$ cat config.mk
export PLATFORM = sky130hd
export DESIGN_NAME = selective_repeat_sender_window_flat
export DESIGN_NICKNAME = d
export VERILOG_FILES = /design/src/hdl/srsw_pkg.sv /design/src/hdl/srsw_if.sv /design/src/hdl/selective_repeat_sender_window.sv /design/src/flat_wrapper.sv
export SDC_FILE = /design/constraint.sdc
export NUM_CORES = 1
export LEC_CHECK = 0
export ABC_CLOCK_PERIOD_IN_PS = 7900
export BUFFER_PORTS_ARGS = -buffer_cell sky130_fd_sc_hd__clkbuf_2
export CAP_MARGIN = 15
export CORE_MARGIN = 2
export CORE_UTILIZATION = 35
export DETAILED_ROUTE_END_ITERATION = 10
export GPL_TIMING_DRIVEN = 0
export HOLD_SLACK_MARGIN = 0.03
export SYNTH_ARGS = -nofsm -noshare
export SYNTH_HDL_FRONTEND = slang
export SYNTH_SLANG_ARGS = --single-unit
export TNS_END_PERCENT = 1
$ cat constraint.sdc
create_clock -name clk -period 7.9 [get_ports clk]
set_clock_uncertainty 0.1 [all_clocks]
set_input_delay 2.37 -clock clk [delete_from_list [all_inputs] [get_ports clk]]
set_output_delay 2.37 -clock clk [all_outputs]
set_load 0.05 [all_outputs]
$ cat src/hdl/srsw_pkg.sv
// ----------------------------------------------------------------------------
// srsw_pkg: shared definitions of the selective-repeat sender window
// Field widths, request and result codes, sequencer states and the table that
// maps a sequence number onto its frame slot.
// ----------------------------------------------------------------------------
`default_nettype none

package srsw_pkg;

    localparam int WINDOW_MAX = 8;
    localparam int AGE_BITS   = 16;

    localparam int SEQ_W    = 8;
    localparam int SEQ_NUM  = 1 << SEQ_W;
    localparam int MODE_W   = 2;
    localparam int KIND_W   = 3;
    localparam int WIN_W    = 4;
    localparam int TMO_W    = 16;
    localparam int CFG_A_W  = 2;
    localparam int CFG_D_W  = 16;
    localparam int SLOT_W   = (WINDOW_MAX > 1) ? $clog2(WINDOW_MAX) : 1;
    localparam int CLAMP_W  = 33;

    localparam logic [SEQ_W-1:0]    WIN_MAX_SEQ = SEQ_W'(WINDOW_MAX);
    localparam logic [AGE_BITS-1:0] AGE_MAX     = '1;

    // Request modes.
    localparam logic [MODE_W-1:0] MODE_SEND = 2'd0;
    localparam logic [MODE_W-1:0] MODE_ACK  = 2'd1;
    localparam logic [MODE_W-1:0] MODE_TICK = 2'd2;

    // Result kinds.
    localparam logic [KIND_W-1:0] KIND_SENT    = 3'd0;
    localparam logic [KIND_W-1:0] KIND_FULL    = 3'd1;
    localparam logic [KIND_W-1:0] KIND_ACKED   = 3'd2;
    localparam logic [KIND_W-1:0] KIND_IGNORED = 3'd3;
    localparam logic [KIND_W-1:0] KIND_RETX    = 3'd4;

    // Configuration register indexes.
    localparam logic [CFG_A_W-1:0] CFG_WINDOW_SIZE   = 2'd0;
    localparam logic [CFG_A_W-1:0] CFG_TIMEOUT_TICKS = 2'd1;

    typedef logic [AGE_BITS-1:0] age_t;
    typedef logic [SLOT_W-1:0]   slot_t;
    typedef slot_t               slot_tab_t [SEQ_NUM];

    typedef enum logic [1:0] {
        ST_IDLE,
        ST_SLIDE,
        ST_SCAN,
        ST_EMIT
    } srsw_state_t;

    // Built at elaboration: slot of every sequence number.
    function automatic slot_tab_t build_slot_table();
        slot_tab_t tab;
        for (int i = 0; i < SEQ_NUM; i++)
        begin
            tab[i] = SLOT_W'(i % WINDOW_MAX);
        end
        return tab;
    endfunction

    localparam slot_tab_t SLOT_OF = build_slot_table();

    // Timeout limited to the largest age a slot can hold.
    function automatic age_t clamp_limit(input logic [TMO_W-1:0] ticks);
        logic [CLAMP_W-1:0] wide;
        wide = CLAMP_W'(ticks);
        if (wide > CLAMP_W'(AGE_MAX))
        begin
            return AGE_MAX;
        end
        return AGE_BITS'(wide);
    endfunction

endpackage

`default_nettype wire

$ cat src/hdl/srsw_if.sv
// ----------------------------------------------------------------------------
// srsw_if: channel interfaces of the selective-repeat sender window
// Request, result and configuration channels, each with valid and ready.
// ----------------------------------------------------------------------------
`default_nettype none

interface srsw_req_if;
    logic                           valid;
    logic                           ready;
    logic [srsw_pkg::MODE_W-1:0]    mode;
    logic [srsw_pkg::SEQ_W-1:0]     ack_seq;

    modport source (output valid, output mode, output ack_seq, input ready);
    modport sink   (input valid, input mode, input ack_seq, output ready);
endinterface

interface srsw_rsp_if;
    logic                           valid;
    logic                           ready;
    logic [srsw_pkg::KIND_W-1:0]    kind;
    logic [srsw_pkg::SEQ_W-1:0]     seq;
    logic [srsw_pkg::SEQ_W-1:0]     window_base;
    logic                           last;

    modport source (output valid, output kind, output seq, output window_base,
                    output last, input ready);
    modport sink   (input valid, input kind, input seq, input window_base,
                    input last, output ready);
endinterface

interface srsw_cfg_if;
    logic                           valid;
    logic                           ready;
    logic [srsw_pkg::CFG_A_W-1:0]   addr;
    logic [srsw_pkg::CFG_D_W-1:0]   data;

    modport source (output valid, output addr, output data, input ready);
    modport sink   (input valid, input addr, input data, output ready);
endinterface

`default_nettype wire

$ cat src/hdl/selective_repeat_sender_window.sv
// ----------------------------------------------------------------------------
// selective_repeat_sender_window: sender window of a selective-repeat ARQ link
// Hands out sequence numbers, records acknowledgments and asks for
// retransmission of frames whose age reaches the timeout.
// ----------------------------------------------------------------------------
// A request is taken only while the sequencer is idle. A send request goes
// to the emit state, which hands over its result. An ACK passes through the
// slide state, which moves the window base past every acknowledged frame at
// its head, then the emit state. A tick with frames outstanding scans each of
// them, at most WINDOW_MAX, since a single age incrementer and timeout
// comparator visits the slots in order from the window base; the emit state
// hands over its final retransmit, if any. Every result passes through one
// output register, so a result that waits to be taken holds the sequencer
// only when a new one is ready behind it; the next request is taken while the
// final result still waits. Control and window state, including every slot's
// acked flag and age, is cleared by reset at once; no clearing pass follows.
`default_nettype none

module selective_repeat_sender_window (
    input  wire         clk,
    input  wire         rst_n,
    srsw_req_if.sink    request,
    srsw_rsp_if.source  result,
    srsw_cfg_if.sink    cfg
);

    localparam int W     = srsw_pkg::WINDOW_MAX;
    localparam int SEQ_W = srsw_pkg::SEQ_W;

    // Sequencer state.
    srsw_pkg::srsw_state_t state_reg, state_next;

    // Configuration registers.
    logic [srsw_pkg::WIN_W-1:0] window_size_reg;
    logic [srsw_pkg::TMO_W-1:0] timeout_reg;

    // Window state.
    logic [SEQ_W-1:0]   base_reg, base_next;
    logic [SEQ_W-1:0]   next_seq_reg, next_seq_next;
    logic [W-1:0]       acked_reg, acked_next;
    srsw_pkg::age_t     age_reg [W];
    srsw_pkg::age_t     age_next [W];

    // Tick scan control.
    srsw_pkg::slot_t    idx_reg, idx_next;
    srsw_pkg::slot_t    last_idx_reg, last_idx_next;
    srsw_pkg::age_t     limit_reg, limit_next;

    // Result held back until it is known whether it is the final one.
    logic                           pend_valid_reg, pend_valid_next;
    logic [srsw_pkg::KIND_W-1:0]    pend_kind_reg, pend_kind_next;
    logic [SEQ_W-1:0]               pend_seq_reg, pend_seq_next;

    // Output register.
    logic                           out_valid_reg, out_valid_next;
    logic [srsw_pkg::KIND_W-1:0]    out_kind_reg, out_kind_next;
    logic [SEQ_W-1:0]               out_seq_reg, out_seq_next;
    logic [SEQ_W-1:0]               out_base_reg, out_base_next;
    logic                           out_last_reg, out_last_next;

    logic               req_xfer;
    logic               out_free;
    logic [SEQ_W-1:0]   outstanding;
    logic [SEQ_W-1:0]   win_ext;
    logic [SEQ_W-1:0]   eff_window;
    logic               window_full;
    logic               ack_in_window;
    srsw_pkg::slot_t    next_slot;
    srsw_pkg::slot_t    ack_slot;
    srsw_pkg::slot_t    base_slot;
    logic               slide_more;
    logic [SEQ_W-1:0]   scan_seq;
    srsw_pkg::slot_t    scan_slot;
    srsw_pkg::age_t     scan_age;
    srsw_pkg::age_t     age_inc;
    logic               scan_due;
    logic               scan_stall;
    logic               scan_done;

    assign request.ready = (state_reg == srsw_pkg::ST_IDLE);
    assign cfg.ready     = 1'b1;

    assign result.valid       = out_valid_reg;
    assign result.kind        = out_kind_reg;
    assign result.seq         = out_seq_reg;
    assign result.window_base = out_base_reg;
    assign result.last        = out_last_reg;

    assign req_xfer = request.valid && request.ready;
    // The output register can take a new result in this cycle.
    assign out_free = !out_valid_reg || result.ready;

    // Window occupancy. It never exceeds WINDOW_MAX, so slots never alias.
    assign outstanding = next_seq_reg - base_reg;
    assign win_ext     = SEQ_W'(window_size_reg);
    always_comb
    begin
        if (win_ext == '0)
        begin
            eff_window = SEQ_W'(1);
        end
        else if (win_ext > srsw_pkg::WIN_MAX_SEQ)
        begin
            eff_window = srsw_pkg::WIN_MAX_SEQ;
        end
        else
        begin
            eff_window = win_ext;
        end
    end
    assign window_full   = (outstanding >= eff_window);
    assign ack_in_window = ((request.ack_seq - base_reg) < outstanding);

    assign next_slot  = srsw_pkg::SLOT_OF[next_seq_reg];
    assign ack_slot   = srsw_pkg::SLOT_OF[request.ack_seq];
    assign base_slot  = srsw_pkg::SLOT_OF[base_reg];
    assign slide_more = (base_reg != next_seq_reg) && acked_reg[base_slot];

    // The shared aging unit: one slot per cycle while the scan is not stalled,
    // saturating increment and a compare against the timeout.
    assign scan_seq   = base_reg + SEQ_W'(idx_reg);
    assign scan_slot  = srsw_pkg::SLOT_OF[scan_seq];
    assign scan_age   = age_reg[scan_slot];
    assign age_inc    = (scan_age == srsw_pkg::AGE_MAX) ? scan_age
                                                        : scan_age + 1'b1;
    assign scan_due   = !acked_reg[scan_slot] && (age_inc >= limit_reg);
    // A second due frame needs the held result moved out first.
    assign scan_stall = scan_due && pend_valid_reg && !out_free;
    assign scan_done  = (idx_reg == last_idx_reg);

    // Next state.
    always_comb
    begin
        state_next = state_reg;
        unique case (state_reg)
            srsw_pkg::ST_IDLE:
            begin
                if (req_xfer)
                begin
                    if (request.mode == srsw_pkg::MODE_SEND)
                    begin
                        state_next = srsw_pkg::ST_EMIT;
                    end
                    else if (request.mode == srsw_pkg::MODE_ACK)
                    begin
                        state_next = srsw_pkg::ST_SLIDE;
                    end
                    else if (request.mode == srsw_pkg::MODE_TICK && outstanding != '0)
                    begin
                        state_next = srsw_pkg::ST_SCAN;
                    end
                end
            end
            srsw_pkg::ST_SLIDE:
            begin
                if (!slide_more)
                begin
                    state_next = srsw_pkg::ST_EMIT;
                end
            end
            srsw_pkg::ST_SCAN:
            begin
                if (!scan_stall && scan_done)
                begin
                    state_next = (pend_valid_reg || scan_due) ? srsw_pkg::ST_EMIT
                                                              : srsw_pkg::ST_IDLE;
                end
            end
            srsw_pkg::ST_EMIT:
            begin
                if (out_free)
                begin
                    state_next = srsw_pkg::ST_IDLE;
                end
            end
            default:
            begin
                state_next = srsw_pkg::ST_IDLE;
            end
        endcase
    end

    // Datapath and result outputs.
    always_comb
    begin
        base_next       = base_reg;
        next_seq_next   = next_seq_reg;
        acked_next      = acked_reg;
        age_next        = age_reg;
        idx_next        = idx_reg;
        last_idx_next   = last_idx_reg;
        limit_next      = limit_reg;
        pend_valid_next = pend_valid_reg;
        pend_kind_next  = pend_kind_reg;
        pend_seq_next   = pend_seq_reg;
        out_valid_next  = out_valid_reg && !result.ready;
        out_kind_next   = out_kind_reg;
        out_seq_next    = out_seq_reg;
        out_base_next   = out_base_reg;
        out_last_next   = out_last_reg;

        unique case (state_reg)
            srsw_pkg::ST_IDLE:
            begin
                if (req_xfer)
                begin
                    if (request.mode == srsw_pkg::MODE_SEND)
                    begin
                        pend_valid_next = 1'b1;
                        pend_seq_next   = next_seq_reg;
                        if (window_full)
                        begin
                            pend_kind_next = srsw_pkg::KIND_FULL;
                        end
                        else
                        begin
                            pend_kind_next        = srsw_pkg::KIND_SENT;
                            acked_next[next_slot] = 1'b0;
                            age_next[next_slot]   = '0;
                            next_seq_next         = next_seq_reg + 1'b1;
                        end
                    end
                    else if (request.mode == srsw_pkg::MODE_ACK)
                    begin
                        pend_valid_next = 1'b1;
                        pend_seq_next   = request.ack_seq;
                        if (ack_in_window)
                        begin
                            pend_kind_next       = srsw_pkg::KIND_ACKED;
                            acked_next[ack_slot] = 1'b1;
                        end
                        else
                        begin
                            pend_kind_next = srsw_pkg::KIND_IGNORED;
                        end
                    end
                    else if (request.mode == srsw_pkg::MODE_TICK)
                    begin
                        pend_valid_next = 1'b0;
                        idx_next        = '0;
                        last_idx_next   = srsw_pkg::SLOT_W'(outstanding - 1'b1);
                        limit_next      = srsw_pkg::clamp_limit(timeout_reg);
                    end
                end
            end
            srsw_pkg::ST_SLIDE:
            begin
                if (slide_more)
                begin
                    base_next = base_reg + 1'b1;
                end
            end
            srsw_pkg::ST_SCAN:
            begin
                if (!scan_stall)
                begin
                    idx_next = idx_reg + 1'b1;
                    if (!acked_reg[scan_slot])
                    begin
                        age_next[scan_slot] = scan_due ? '0 : age_inc;
                    end
                    if (scan_due)
                    begin
                        if (pend_valid_reg)
                        begin
                            out_valid_next = 1'b1;
                            out_kind_next  = pend_kind_reg;
                            out_seq_next   = pend_seq_reg;
                            out_base_next  = base_reg;
                            out_last_next  = 1'b0;
                        end
                        pend_valid_next = 1'b1;
                        pend_kind_next  = srsw_pkg::KIND_RETX;
                        pend_seq_next   = scan_seq;
                    end
                end
            end
            srsw_pkg::ST_EMIT:
            begin
                if (out_free)
                begin
                    out_valid_next  = 1'b1;
                    out_kind_next   = pend_kind_reg;
                    out_seq_next    = pend_seq_reg;
                    out_base_next   = base_reg;
                    out_last_next   = 1'b1;
                    pend_valid_next = 1'b0;
                end
            end
            default:
            begin
                pend_valid_next = 1'b0;
            end
        endcase
    end

    // Control and window state.
    always_ff @(posedge clk or negedge rst_n)
    begin
        if (!rst_n)
        begin
            state_reg       <= srsw_pkg::ST_IDLE;
            window_size_reg <= srsw_pkg::WIN_W'(4);
            timeout_reg     <= srsw_pkg::TMO_W'(2000);
            base_reg        <= '0;
            next_seq_reg    <= '0;
            acked_reg       <= '0;
            for (int i = 0; i < W; i++)
            begin
                age_reg[i] <= '0;
            end
            pend_valid_reg  <= 1'b0;
            out_valid_reg   <= 1'b0;
        end
        else
        begin
            state_reg      <= state_next;
            base_reg       <= base_next;
            next_seq_reg   <= next_seq_next;
            acked_reg      <= acked_next;
            age_reg        <= age_next;
            pend_valid_reg <= pend_valid_next;
            out_valid_reg  <= out_valid_next;
            if (cfg.valid && cfg.ready)
            begin
                unique case (cfg.addr)
                    srsw_pkg::CFG_WINDOW_SIZE:
                    begin
                        window_size_reg <= cfg.data[srsw_pkg::WIN_W-1:0];
                    end
                    srsw_pkg::CFG_TIMEOUT_TICKS:
                    begin
                        timeout_reg <= cfg.data[srsw_pkg::TMO_W-1:0];
                    end
                    default:
                    begin
                    end
                endcase
            end
        end
    end

    // Payload registers.
    always_ff @(posedge clk)
    begin
        idx_reg       <= idx_next;
        last_idx_reg  <= last_idx_next;
        limit_reg     <= limit_next;
        pend_kind_reg <= pend_kind_next;
        pend_seq_reg  <= pend_seq_next;
        out_kind_reg  <= out_kind_next;
        out_seq_reg   <= out_seq_next;
        out_base_reg  <= out_base_next;
        out_last_reg  <= out_last_next;
    end

endmodule

`default_nettype wire

$ cat src/flat_wrapper.sv
// flat-port wrapper written by rule: the top's interface ports become plain ports
module selective_repeat_sender_window_flat 
  (clk, rst_n, request_valid, request_mode, request_ack_seq, request_ready, result_valid, result_kind, result_seq, result_window_base, result_last, result_ready, cfg_valid, cfg_addr, cfg_data, cfg_ready);
  srsw_req_if request_i ();
  srsw_rsp_if result_i ();
  srsw_cfg_if cfg_i ();
  input  wire clk;
  input  wire rst_n;
  input wire logic [$bits(request_i.valid)-1:0] request_valid;
  input wire logic [$bits(request_i.mode)-1:0] request_mode;
  input wire logic [$bits(request_i.ack_seq)-1:0] request_ack_seq;
  output wire logic [$bits(request_i.ready)-1:0] request_ready;
  output wire logic [$bits(result_i.valid)-1:0] result_valid;
  output wire logic [$bits(result_i.kind)-1:0] result_kind;
  output wire logic [$bits(result_i.seq)-1:0] result_seq;
  output wire logic [$bits(result_i.window_base)-1:0] result_window_base;
  output wire logic [$bits(result_i.last)-1:0] result_last;
  input wire logic [$bits(result_i.ready)-1:0] result_ready;
  input wire logic [$bits(cfg_i.valid)-1:0] cfg_valid;
  input wire logic [$bits(cfg_i.addr)-1:0] cfg_addr;
  input wire logic [$bits(cfg_i.data)-1:0] cfg_data;
  output wire logic [$bits(cfg_i.ready)-1:0] cfg_ready;
  assign request_i.valid = request_valid;
  assign request_i.mode = request_mode;
  assign request_i.ack_seq = request_ack_seq;
  assign request_ready = request_i.ready;
  assign result_valid = result_i.valid;
  assign result_kind = result_i.kind;
  assign result_seq = result_i.seq;
  assign result_window_base = result_i.window_base;
  assign result_last = result_i.last;
  assign result_i.ready = result_ready;
  assign cfg_i.valid = cfg_valid;
  assign cfg_i.addr = cfg_addr;
  assign cfg_i.data = cfg_data;
  assign cfg_ready = cfg_i.ready;
  selective_repeat_sender_window u_core (.clk(clk), .rst_n(rst_n), .request(request_i), .result(result_i), .cfg(cfg_i));
endmodule
==> results.md, run 1 <==
Outcome
• **status** completed

Floorplan
• **Std-Cell Core Area** 0.0344 mm^2
• **horizontal die dimension** 190 um
• **overall die area** 0.0362 mm^2
• **number of placed I/O pins** 56
• **cell row count** 68
• **Die Y-Extent** 190 um
• **starting density of the core** 0.354

Pwr
• **maximum resistive drop on vdd** 0.000278 V
• **internal cell power** 0.00375 W
• **sequential fraction of design power** 0.262
• **Net Sw Frac** 0.466
• **combinational share of power** 0.568
• **share of power burned in the clock network** 0.170
• **Power Density** 498 mW/mm^2
• **net switching power figure** 0.00328 W
• **Leakage** 5.99 nW

Layout
• **signed area change from the synthesized netlist to the final layout** 16.0%
• **Sequential Area** 0.00601 mm^2
• **FILL cells** 3,341
• **# nets final** 1,268
• **Antenna Diode Count** 0
• **layout cell share with drive strength beyond 1** 0.183
• **leading cell type in the layout, fill and taps excluded** sky130_fd_sc_hd__dfrtp_1
• **max FFs per register** 128
• **number of cells in the finished layout apart from fillers** 1,655
• **top library cells by usage in the layout, fill and taps aside** sky130_fd_sc_hd__dfrtp_1, sky130_fd_sc_hd__nand2_1, sky130_fd_sc_hd__a22o_1, sky130_fd_sc_hd__clkbuf_2, sky130_fd_sc_hd__nor2_1
• **area of the multi-input gates** 0.00579 mm^2

Run
• **number of maximum-capacitance constraint violations** 0

STA
• **Final Max Slew Viols** 0
• **minimum clock period** 7.59 ns
• **highest clock rate** 132 MHz
• **setup tns final** 0 ns
• **period utilization** 0.961
• **final setup vio count** 0
• **unrepaired setup endpoints after global routing** false
• **final hold violation count** 0
• **relative max-transition margin** 0.305
• **slew at the pin closest to its max-slew limit** 1.01 ns

Worst setup path
• **Crit path top cell by count** sky130_fd_sc_hd__buf_4
• **crit path launch type** register
• **Critical-path top delay cell** sky130_fd_sc_hd__fa_1
• **worst path arrival time** 7.91 ns
• **crit end category** register
• **Critical Setup Path Class** reg2reg
• **critical path required time** 8.22 ns
• **highest fanout seen on the critical path** 10
• **largest stage delay on the critical path** 0.54 ns

Synthesis
• **EDFF count, synth** 53
• **top flip-flop cell by instance count after synthesis** sky130_fd_sc_hd__dfrtp_1
• **Post-Synthesis Mean Instance Area** 11.2 um^2
• **count of cell types in the netlist** 76
• **Yosys warning total** 0
• **number of storage elements in the synthesis netlist** 229
• **post-synth net total** 1,174
• **cell area after synthesis** 0.0122 mm^2
• **Post-synth ARST share** 0.769
• **post-synthesis cell count** 1,086
• **share of the yosys chip area belonging to registers** 0.494

CTS
• **buffer type at the clock tree root** sky130_fd_sc_hd__clkbuf_16
• **number of hold buffers added after cts** 0
• **latest clock arrival within the worst-skew pair** 0.55 ns
• **number of buffers inserted during clock tree synthesis** 26
• **clock tree from TritonCTS** done
• **Worst-path clk slew** 0.06 ns
• **H-tree levels** 1
• **number of buffers between clock root and the deepest sink** 3
• **Sinks on Clock Net** 229

Global route
• **vias in the first global route** 9,065
• **pin count of the biggest net entering global routing** 96
• **met2 usage** 0.298
• **Total GRT Usage** 0.192
• **gr busiest metal** met2
• **met1 Track Usage GR** 0.265
• **number of antenna violations at the first check in global routing** 0
• **met3 demand-to-capacity share in global routing** 0.0418
• **grt total ovfl** 0
• **global-route wire length before repair** 53,300 um

Hold path
• **path type of the worst min-delay path** reg2reg

Placed design
• **placer's final routability congestion estimate** 0.919
• **post-DP HPWL** 24,600 um
• **buffers added on ports** 54
• **Cells after DPL** 1,600

Route
• **Iter 0 DRT Violations** 864
• **Remaining DRCs** 0
• **number of antenna-violating nets in the routed design** 0
• **drt wl/cell** 21.0 um
• **detailed-route wire length** 34,700 um
• **routed vias** 9,268
• **routed via count divided by cell count** 5.60
• **First-pass DRT Iterations** 5

## synth_stat cells, types with 4 or more instances
| cell type | number | area share |
|---|---|---|
| sky130_fd_sc_hd__a211oi_1 | 5 | 0.0031 |
| sky130_fd_sc_hd__nor2_1 | 61 | 0.019 |
| sky130_fd_sc_hd__a21oi_1 | 33 | 0.014 |
| sky130_fd_sc_hd__o21ai_0 | 41 | 0.017 |
| sky130_fd_sc_hd__dfstp_2 | 7 | 0.015 |
| sky130_fd_sc_hd__a31oi_1 | 6 | 0.0031 |
| sky130_fd_sc_hd__o22ai_1 | 4 | 0.0021 |
| sky130_fd_sc_hd__o21ai_1 | 7 | 0.0029 |
| sky130_fd_sc_hd__o2bb2ai_1 | 25 | 0.018 |
| sky130_fd_sc_hd__a21o_1 | 7 | 0.0043 |
| sky130_fd_sc_hd__a22o_1 | 89 | 0.064 |
| sky130_fd_sc_hd__nor3_1 | 21 | 0.0086 |
| sky130_fd_sc_hd__nor2b_1 | 16 | 0.0082 |
| sky130_fd_sc_hd__buf_4 | 10 | 0.0062 |
| sky130_fd_sc_hd__and2_1 | 8 | 0.0041 |
| sky130_fd_sc_hd__mux2i_1 | 32 | 0.026 |
| sky130_fd_sc_hd__o2111ai_1 | 5 | 0.0036 |
| sky130_fd_sc_hd__a32o_1 | 5 | 0.0041 |
| sky130_fd_sc_hd__buf_2 | 11 | 0.0045 |
| sky130_fd_sc_hd__nand3_1 | 38 | 0.016 |
| sky130_fd_sc_hd__mux2_2 | 26 | 0.024 |
| sky130_fd_sc_hd__inv_1 | 51 | 0.016 |
| sky130_fd_sc_hd__o211ai_1 | 7 | 0.0043 |
| sky130_fd_sc_hd__o31ai_1 | 5 | 0.0031 |
| sky130_fd_sc_hd__xor2_2 | 4 | 0.0054 |
| sky130_fd_sc_hd__clkbuf_1 | 28 | 0.0086 |
| sky130_fd_sc_hd__nand2_1 | 96 | 0.030 |
| sky130_fd_sc_hd__ha_1 | 52 | 0.054 |
| sky130_fd_sc_hd__dfrtp_1 | 169 | 0.35 |
| sky130_fd_sc_hd__and3_1 | 8 | 0.0041 |
| sky130_fd_sc_hd__o21a_1 | 4 | 0.0025 |
| sky130_fd_sc_hd__nand2b_1 | 11 | 0.0057 |
| sky130_fd_sc_hd__xnor2_1 | 28 | 0.020 |
| sky130_fd_sc_hd__a2111oi_0 | 4 | 0.0029 |
| sky130_fd_sc_hd__a41oi_1 | 4 | 0.0029 |
| sky130_fd_sc_hd__nand4_1 | 11 | 0.0057 |
| sky130_fd_sc_hd__edfxtp_1 | 53 | 0.13 |
| sky130_fd_sc_hd__nor3b_1 | 6 | 0.0037 |
| sky130_fd_sc_hd__mux4_2 | 14 | 0.026 |
| sky130_fd_sc_hd__xor2_1 | 14 | 0.010 |
## repair_timing
| action | CTS | global route |
|---|---|---|
| setup endpoints to repair | 161 | 155 |
| setup buffers | 1 | 6 |
| resized for setup | 18 | 8 |
| pin swaps | 1 | 2 |
## kinds of logic (layout without fill, tap and decap cells)
family,count (synthesis),in the layout,synth area share
adders and majority gates,55,55,0.0585
AOI/OAI and AO/OA,279,279,0.174
DFF,229,229,0.494
and+or+nand+nor,294,294,0.117
other,1,1,0.000308
xor gates and xnor gates,48,48,0.0383
buffers and inverters,106,220,0.0388
muxes,74,74,0.0791
## path summary, 6_finish.rpt
path,from,to,slack (ns),cells past startpoint
max,u_core.base_reg[0],u_core.age_reg[15],0.31,31
min,u_core.pend_kind_reg[1],u_core.result.kind[1],0.32,0
max reg2reg,u_core.base_reg[0],u_core.age_reg[15],0.31,31
min reg2reg,u_core.pend_kind_reg[1],u_core.result.kind[1],0.32,0
max in group asynchronous,rst_n,u_core.base_reg[0],4.97,2
min in group asynchronous,rst_n,u_core.timeout_reg[12],1.76,1
## metrics by stage
step,utilization,hold WS [ns],worst slack [ns],total power [W],instance area (um^2)
after floorplan,-,0.300,0.996,0.00445,12200
after detailed placement,0.380,0.305,-1.04,0.00562,13100
after CTS,0.408,0.318,0.0149,0.00690,14000
final,0.410,0.316,0.311,0.00703,14100
after global routing,0.410,0.326,0.0287,0.00746,14100
after global placement,0.378,0.305,-1.23,0.00555,13000
## per-layer routing
layer,vias up,share of wire
met5,-,0
met4,0,0.029
met3,61,0.081
met2,405,0.45
met1,4594,0.44
li1,4208,-
## cell type report
cell class              count  area share
inverters                  53      0.0141
well taps                 455      0.0404
clock inverters            12     0.00710
flip-flops and latches    229       0.426
multi-input cells         751       0.410
clock buffers              36      0.0539
repair buffers             66      0.0282
plain buffers              53      0.0203
## power groups by stage
stage                     logic [W]  clock network [W]  registers (W)
final                       0.00399            0.00119        0.00184
after detailed placement    0.00377                  0        0.00185
after global routing        0.00432            0.00126        0.00188
after CTS                   0.00385            0.00121        0.00184
after floorplan             0.00256                  0        0.00189
after global placement      0.00370                  0        0.00185
## critical path, delay by kind of cell, from the launching register on
kind	cells	cell delay, ns
AO/OA/AOI/OAI	7	1.51
XOR/XNOR	1	0.27
adder cells (fa/ha/maj)	4	1.25
buffers and inverters	10	1.94
flip-flops	1	0.50
multiplexers	1	0.32
AND/OR/NAND/NOR	8	1.56
No activity file was read; power rests on OpenSTA's default activity.
==> run 2, diff against run 1 <==
Settings changed: REMOVE_ABC_BUFFERS from default to 1.
==> run 2 against run 1 <==
Compared with the run above: first-iteration DRC count decreased by 24%; register-to-register slack about the same; routed wire length decreased by 7.3%; global-route usage decreased by 1.3 points; sequential power about the same; clock power about the same; clock-buffer cell count decreased by 5; via count decreased by 3.4%; sequential share of layout area increased by 0.56 points; critical path depth decreased by 7; core utilization decreased by 0.54 points; largest cell class unchanged.
==> results.md, run 2 (same netlist as run 1, synthesis figures left out) <==
Outcome
• **status** completed

Pwr
• **sequential fraction of design power** 0.274
• **internal cell power** 0.00367 W
• **Leakage** 5.87 nW
• **post-layout power** 0.00678 W
• **Net Sw Frac** 0.459
• **combinational share of power** 0.547
• **share of power burned in the clock network** 0.179
• **maximum resistive drop on vdd** 0.000241 V
• **Power Density** 487 mW/mm^2
• **net switching power figure** 0.00312 W

STA
• **slew at the pin closest to its max-slew limit** 1.19 ns
• **final hold violation count** 0
• **final setup vio count** 0
• **Final Max Slew Viols** 0
• **relative max-transition margin** 0.202
• **highest clock rate** 132 MHz
• **setup tns final** 0 ns
• **minimum clock period** 7.60 ns
• **period utilization** 0.962
• **unrepaired setup endpoints after global routing** true

Floorplan
• **horizontal die dimension** 190 um
• **cell row count** 68
• **overall die area** 0.0362 mm^2
• **Std-Cell Core Area** 0.0344 mm^2
• **Die Y-Extent** 190 um
• **starting density of the core** 0.354
• **number of placed I/O pins** 56

Layout
• **Sequential Area** 0.00600 mm^2
• **Antenna Diode Count** 0
• **layout cell share with drive strength beyond 1** 0.174
• **top library cells by usage in the layout, fill and taps aside** sky130_fd_sc_hd__dfrtp_1, sky130_fd_sc_hd__nand2_1, sky130_fd_sc_hd__a22o_1, sky130_fd_sc_hd__nor2_1
• **Final Instance Area** 0.0139 mm^2
• **FILL cells** 3,354
• **share of the core filled with cells** 0.405
• **signed area change from the synthesized netlist to the final layout** 14.5%
• **max FFs per register** 128
• **# nets final** 1,218
• **leading cell type in the layout, fill and taps excluded** sky130_fd_sc_hd__dfrtp_1
• **area of the multi-input gates** 0.00578 mm^2

CTS
• **Worst-path clk slew** 0.07 ns
• **clock tree from TritonCTS** done
• **number of buffers inserted during clock tree synthesis** 26
• **number of hold buffers added after cts** 0
• **buffer type at the clock tree root** sky130_fd_sc_hd__clkbuf_16
• **latest clock arrival within the worst-skew pair** 0.54 ns
• **number of buffers between clock root and the deepest sink** 3
• **H-tree levels** 1
• **number of buffers inserted to repair setup after CTS** 0
• **Sinks on Clock Net** 229

Route
• **Remaining DRCs** 0
• **number of antenna-violating nets in the routed design** 0
• **Iter 0 DRT Violations** 654
• **routed via count divided by cell count** 5.58
• **detailed-route wire length** 32,200 um
• **drt wl/cell** 20.0 um
• **routed vias** 8,949
• **First-pass DRT Iterations** 5

Worst setup path
• **crit end category** register
• **highest fanout seen on the critical path** 23
• **worst path arrival time** 7.98 ns
• **Critical Setup Path Class** reg2reg
• **critical path required time** 8.28 ns
• **crit path launch type** register

Global route
• **gr busiest metal** met2
• **vias in the first global route** 8,907
• **met1 Track Usage GR** 0.248
• **global-route wire length before repair** 51,000 um
• **met2 usage** 0.289
• **Total GRT Usage** 0.179
• **pin count of the biggest net entering global routing** 92
• **number of antenna violations at the first check in global routing** 0
• **grt total ovfl** 0
• **met3 demand-to-capacity share in global routing** 0.0304

Placed design
• **buffers added on ports** 54
• **placer's final routability congestion estimate** 0.847
• **post-DP HPWL** 22,200 um
• **cell area after placement** 0.0130 mm^2

Hold path
• **path type of the worst min-delay path** reg2reg

Run
• **number of maximum-capacitance constraint violations** 0

-- run 2: cell count changes in the layout (fill, tap and decap cells not counted), sizes merged --
cell      previous run  this run
clkbuf             119        85
buf                 35        14
clkinv               9        14
bufinv               1         3
clkinvlp             1         0
inv                 54        53
-- run 2: layout make-up --
class	count	area share
clock buffer	31	0.0495
tap	455	0.0409
timing repair buffer	69	0.0356
multi-input combinational	751	0.416
sequential	229	0.431
clock inverter	17	0.0126
inverter	53	0.0143
-- run 2: worst max-delay path, stage by stage (launching register included) --
cell and delay (ns):
sky130_fd_sc_hd__dfrtp_1 0.56, sky130_fd_sc_hd__ha_4 0.26, sky130_fd_sc_hd__fa_2 0.49, sky130_fd_sc_hd__xnor2_4 0.49, sky130_fd_sc_hd__buf_12 0.26, sky130_fd_sc_hd__mux2_1 0.36
sky130_fd_sc_hd__a211oi_1 0.27, sky130_fd_sc_hd__and2_1 0.24, sky130_fd_sc_hd__ha_1 0.19, sky130_fd_sc_hd__inv_1 0.04, sky130_fd_sc_hd__or2_1 0.30, sky130_fd_sc_hd__a21oi_4 0.30
sky130_fd_sc_hd__nand4_4 0.24, sky130_fd_sc_hd__or2_1 0.39, sky130_fd_sc_hd__xor2_2 0.41, sky130_fd_sc_hd__inv_1 0.18, sky130_fd_sc_hd__ha_1 0.30, sky130_fd_sc_hd__nand2b_1 0.14
sky130_fd_sc_hd__a21o_1 0.18, sky130_fd_sc_hd__a31oi_1 0.20, sky130_fd_sc_hd__o211ai_1 0.21, sky130_fd_sc_hd__inv_1 0.15, sky130_fd_sc_hd__nand2_1 0.24, sky130_fd_sc_hd__nor2_2 0.75
sky130_fd_sc_hd__a32o_1 0.27
-- run 2: final timing paths --
path	slack, ns	cells after the start	endpoint	start
worst max-delay path	0.30	24	u_core.age_reg[90]	u_core.base_reg[0]
worst min-delay path	0.32	0	u_core.result.kind[1]	u_core.pend_kind_reg[1]
worst max register to register	0.30	24	u_core.age_reg[90]	u_core.base_reg[0]
worst min register to register	0.32	0	u_core.result.kind[1]	u_core.pend_kind_reg[1]
max in group asynchronous	5.01	2	u_core.timeout_reg[8]	rst_n
min in group asynchronous	1.79	1	u_core.age_reg[49]	rst_n
-- run 2: metal layers --
layer	vias to the layer above	wire length (um)
met2	340	15100
met5	-	0
li1	4116	-
met3	57	2130
met1	4436	14200
met4	0	673
-- run 2: through the flow --
| step | std cells | setup WS, ns | hold WS [ns] |
|---|---|---|---|
| global route | 1605 | -0.0331 | 0.325 |
| global placement | 1542 | -2.89 | 0.305 |
| CTS | 1605 | 0.141 | 0.319 |
| finish | 1605 | 0.300 | 0.319 |
| floorplan | 1033 | 0.200 | 0.300 |
| detailed placement | 1557 | -0.0647 | 0.305 |
-- run 2: power groups by stage --
stage | registers (W) | logic [W] | clock network, W
after floorplan | 0.00190 | 0.00245 | 0
after global placement | 0.00186 | 0.00350 | 0
after detailed placement | 0.00187 | 0.00368 | 0
after CTS | 0.00185 | 0.00369 | 0.00123
after global routing | 0.00190 | 0.00404 | 0.00129
final | 0.00186 | 0.00371 | 0.00122
-- run 2: timing repair --
item                                   4_1_cts  5_1_grt
gates resized for setup                      2        9
setup endpoints to repair                   14      139
cloned                                       0        0
endpoints found under the hold margin        0        0
==> run 3, diff against run 2 <==
Settings changed: CORE_ASPECT_RATIO from default to 0.9.
==> run 3 against run 2 <==
Compared with the run above: via count grew 0.34%; sequential share of layout area shrank 0.062 points; final cell count grew 0.56%; worst hold slack gained 0.0014 ns; largest cell class unchanged; largest power group unchanged.
==> results.md, run 3 (same netlist as run 1, synthesis figures left out) <==
Layout
• **signed area change from the synthesized netlist to the final layout** 14.6%
• **top library cells by usage in the layout, fill and taps aside** sky130_fd_sc_hd__dfrtp_1, sky130_fd_sc_hd__nand2_1, sky130_fd_sc_hd__a22o_1, sky130_fd_sc_hd__nor2_1
• **layout cell share with drive strength beyond 1** 0.174
• **Final Instance Area** 0.0139 mm^2
• **max FFs per register** 128
• **# nets final** 1,221
• **leading cell type in the layout, fill and taps excluded** sky130_fd_sc_hd__dfrtp_1
• **Antenna Diode Count** 0

Global route
• **number of antenna violations at the first check in global routing** 0
• **vias in the first global route** 8,900
• **Total GRT Usage** 0.179
• **pin count of the biggest net entering global routing** 89
• **global-route wire length before repair** 51,400 um
• **grt total ovfl** 0

STA
• **final setup vio count** 0
• **final hold violation count** 0
• **unrepaired setup endpoints after global routing** false
• **highest clock rate** 131 MHz
• **slew at the pin closest to its max-slew limit** 1.21 ns
• **minimum clock period** 7.64 ns
• **Final Max Slew Viols** 0
• **relative max-transition margin** 0.185
• **WHS** 0.320 ns
• **period utilization** 0.967

Floorplan
• **number of placed I/O pins** 56
• **overall die area** 0.0362 mm^2
• **horizontal die dimension** 200 um
• **starting density of the core** 0.356
• **Std-Cell Core Area** 0.0341 mm^2
• **Die Y-Extent** 181 um
• **cell row count** 64

Worst setup path
• **Crit path top cell by count** sky130_fd_sc_hd__inv_1
• **sequence of cells on the critical path** ha_2, fa_2, buf_16, nand2b_1, o22ai_1, a211oi_1, and2_1, ha_1, inv_1, or2_1, a21oi_4, nand4_4, o21ai_1, xor2_1, inv_1, ha_1, o21a_1, o2111ai_1, o211ai_1, inv_1, nand2_1, nor3_2, buf_6, a22o_1
• **internal reg-to-reg setup slack** 0.26 ns
• **crit path launch type** register
• **largest stage delay on the critical path** 0.82 ns
• **crit end category** register
• **Top delay family on crit path** simple AND/OR/NAND/NOR gates
• **endpoint of the worst register-to-register path** u_core.age_reg[32]
• **timing endpoint of the critical path** u_core.age_reg[32]
• **critical path required time** 8.30 ns
• **highest fanout seen on the critical path** 26
• **worst reg-to-reg path cell count** 24
• **Crit Reg-Reg Startpoint** u_core.base_reg[0]
• **worst setup path startpoint** u_core.base_reg[0]
• **worst path arrival time** 8.04 ns
• **logic depth of the worst path, buffers included** 24
• **buffering stage count on the worst path with inverters included** 5
• **Critical Setup Path Class** reg2reg
• **Critical-path top delay cell** sky130_fd_sc_hd__fa_2

CTS
• **buffer type at the clock tree root** sky130_fd_sc_hd__clkbuf_16
• **number of buffers between clock root and the deepest sink** 3
• **number of buffers inserted during clock tree synthesis** 25
• **clock tree from TritonCTS** done
• **Worst-path clk slew** 0.06 ns
• **H-tree levels** 1
• **Sinks on Clock Net** 229
• **latest clock arrival within the worst-skew pair** 0.56 ns

Route
• **routed via count divided by cell count** 5.56
• **routed vias** 8,979
• **First-pass DRT Iterations** 7
• **Remaining DRCs** 0
• **detailed-route wire length** 32,400 um
• **number of antenna-violating nets in the routed design** 0
• **drt wl/cell** 20.1 um
• **Iter 0 DRT Violations** 732

Placed design
• **post-DP HPWL** 22,300 um
• **cell area after placement** 0.0131 mm^2
• **buffers added on ports** 54
• **placer's final routability congestion estimate** 0.855

Pwr
• **Power Density** 484 mW/mm^2
• **maximum resistive drop on vdd** 0.000244 V
• **Leakage** 5.87 nW
• **post-layout power** 0.00675 W

Outcome
• **status** completed

Hold path
• **path type of the worst min-delay path** reg2reg

Run
• **number of maximum-capacitance constraint violations** 0

run 3: power breakdown:
| group | total (W) | internal (W) | switching (W) |
|---|---|---|---|
| Sequential | 0.00185 | 0.00161 | 0.000238 |
| Clock | 0.00113 | 0.000620 | 0.000506 |
| Combinational | 0.00377 | 0.00137 | 0.00240 |
run 3: worst min path at each step:
stage / from / end / slack, ns / depth (start not counted)
2_1_floorplan: u_core.pend_kind_reg[0] / u_core.result.kind[0] / 0.30 / 0
4_1_cts: u_core.pend_kind_reg[1] / u_core.result.kind[1] / 0.32 / 0
3_5_place_dp: u_core.pend_kind_reg[1] / u_core.result.kind[1] / 0.31 / 0
6_report: u_core.pend_kind_reg[1] / u_core.result.kind[1] / 0.32 / 0
3_3_place_gp: u_core.pend_seq_reg[7] / u_core.result.seq[7] / 0.30 / 0
5_1_grt: u_core.pend_seq_reg[7] / u_core.result.seq[7] / 0.33 / 0
run 3: per-layer routing:
layer	vias to the layer above	wire (um)	GRT usage
met5	-	0	0
met4	0	892	0.0590
met3	61	2210	0.0314
met2	327	14300	0.273
met1	4481	15100	0.257
li1	4110	-	-
run 3: metrics by stage:
| stage | util | setup TNS (ns) | setup WS, ns | instances |
|---|---|---|---|---|
| global route | 0.409 | 0 | 0.0112 | 1614 |
| CTS | 0.407 | 0 | 0.0441 | 1611 |
| finish | 0.409 | 0 | 0.258 | 1614 |
| global placement | 0.373 | -414.79 | -3.00 | 1549 |
| floorplan | - | 0 | 0.200 | 1033 |
| detailed placement | 0.384 | -2.83 | -0.246 | 1565 |
run 3: layout make-up:
cell class | instances | area, um^2
clock buffers | 29 | 641
clock inverters | 17 | 129
fillers | 3319 | 20200
inverters | 53 | 199
multi-input cells | 751 | 5790
flip-flops and latches | 229 | 6000
well taps | 462 | 578
repair buffers | 73 | 593
run 3: repair_timing:
item | CTS | global route
endpoints found under the setup margin | 24 | 150
gates resized for setup | 3 | 10
setup buffers | 0 | 3
pin swaps | 0 | 2
hold buffers | 0 | 0
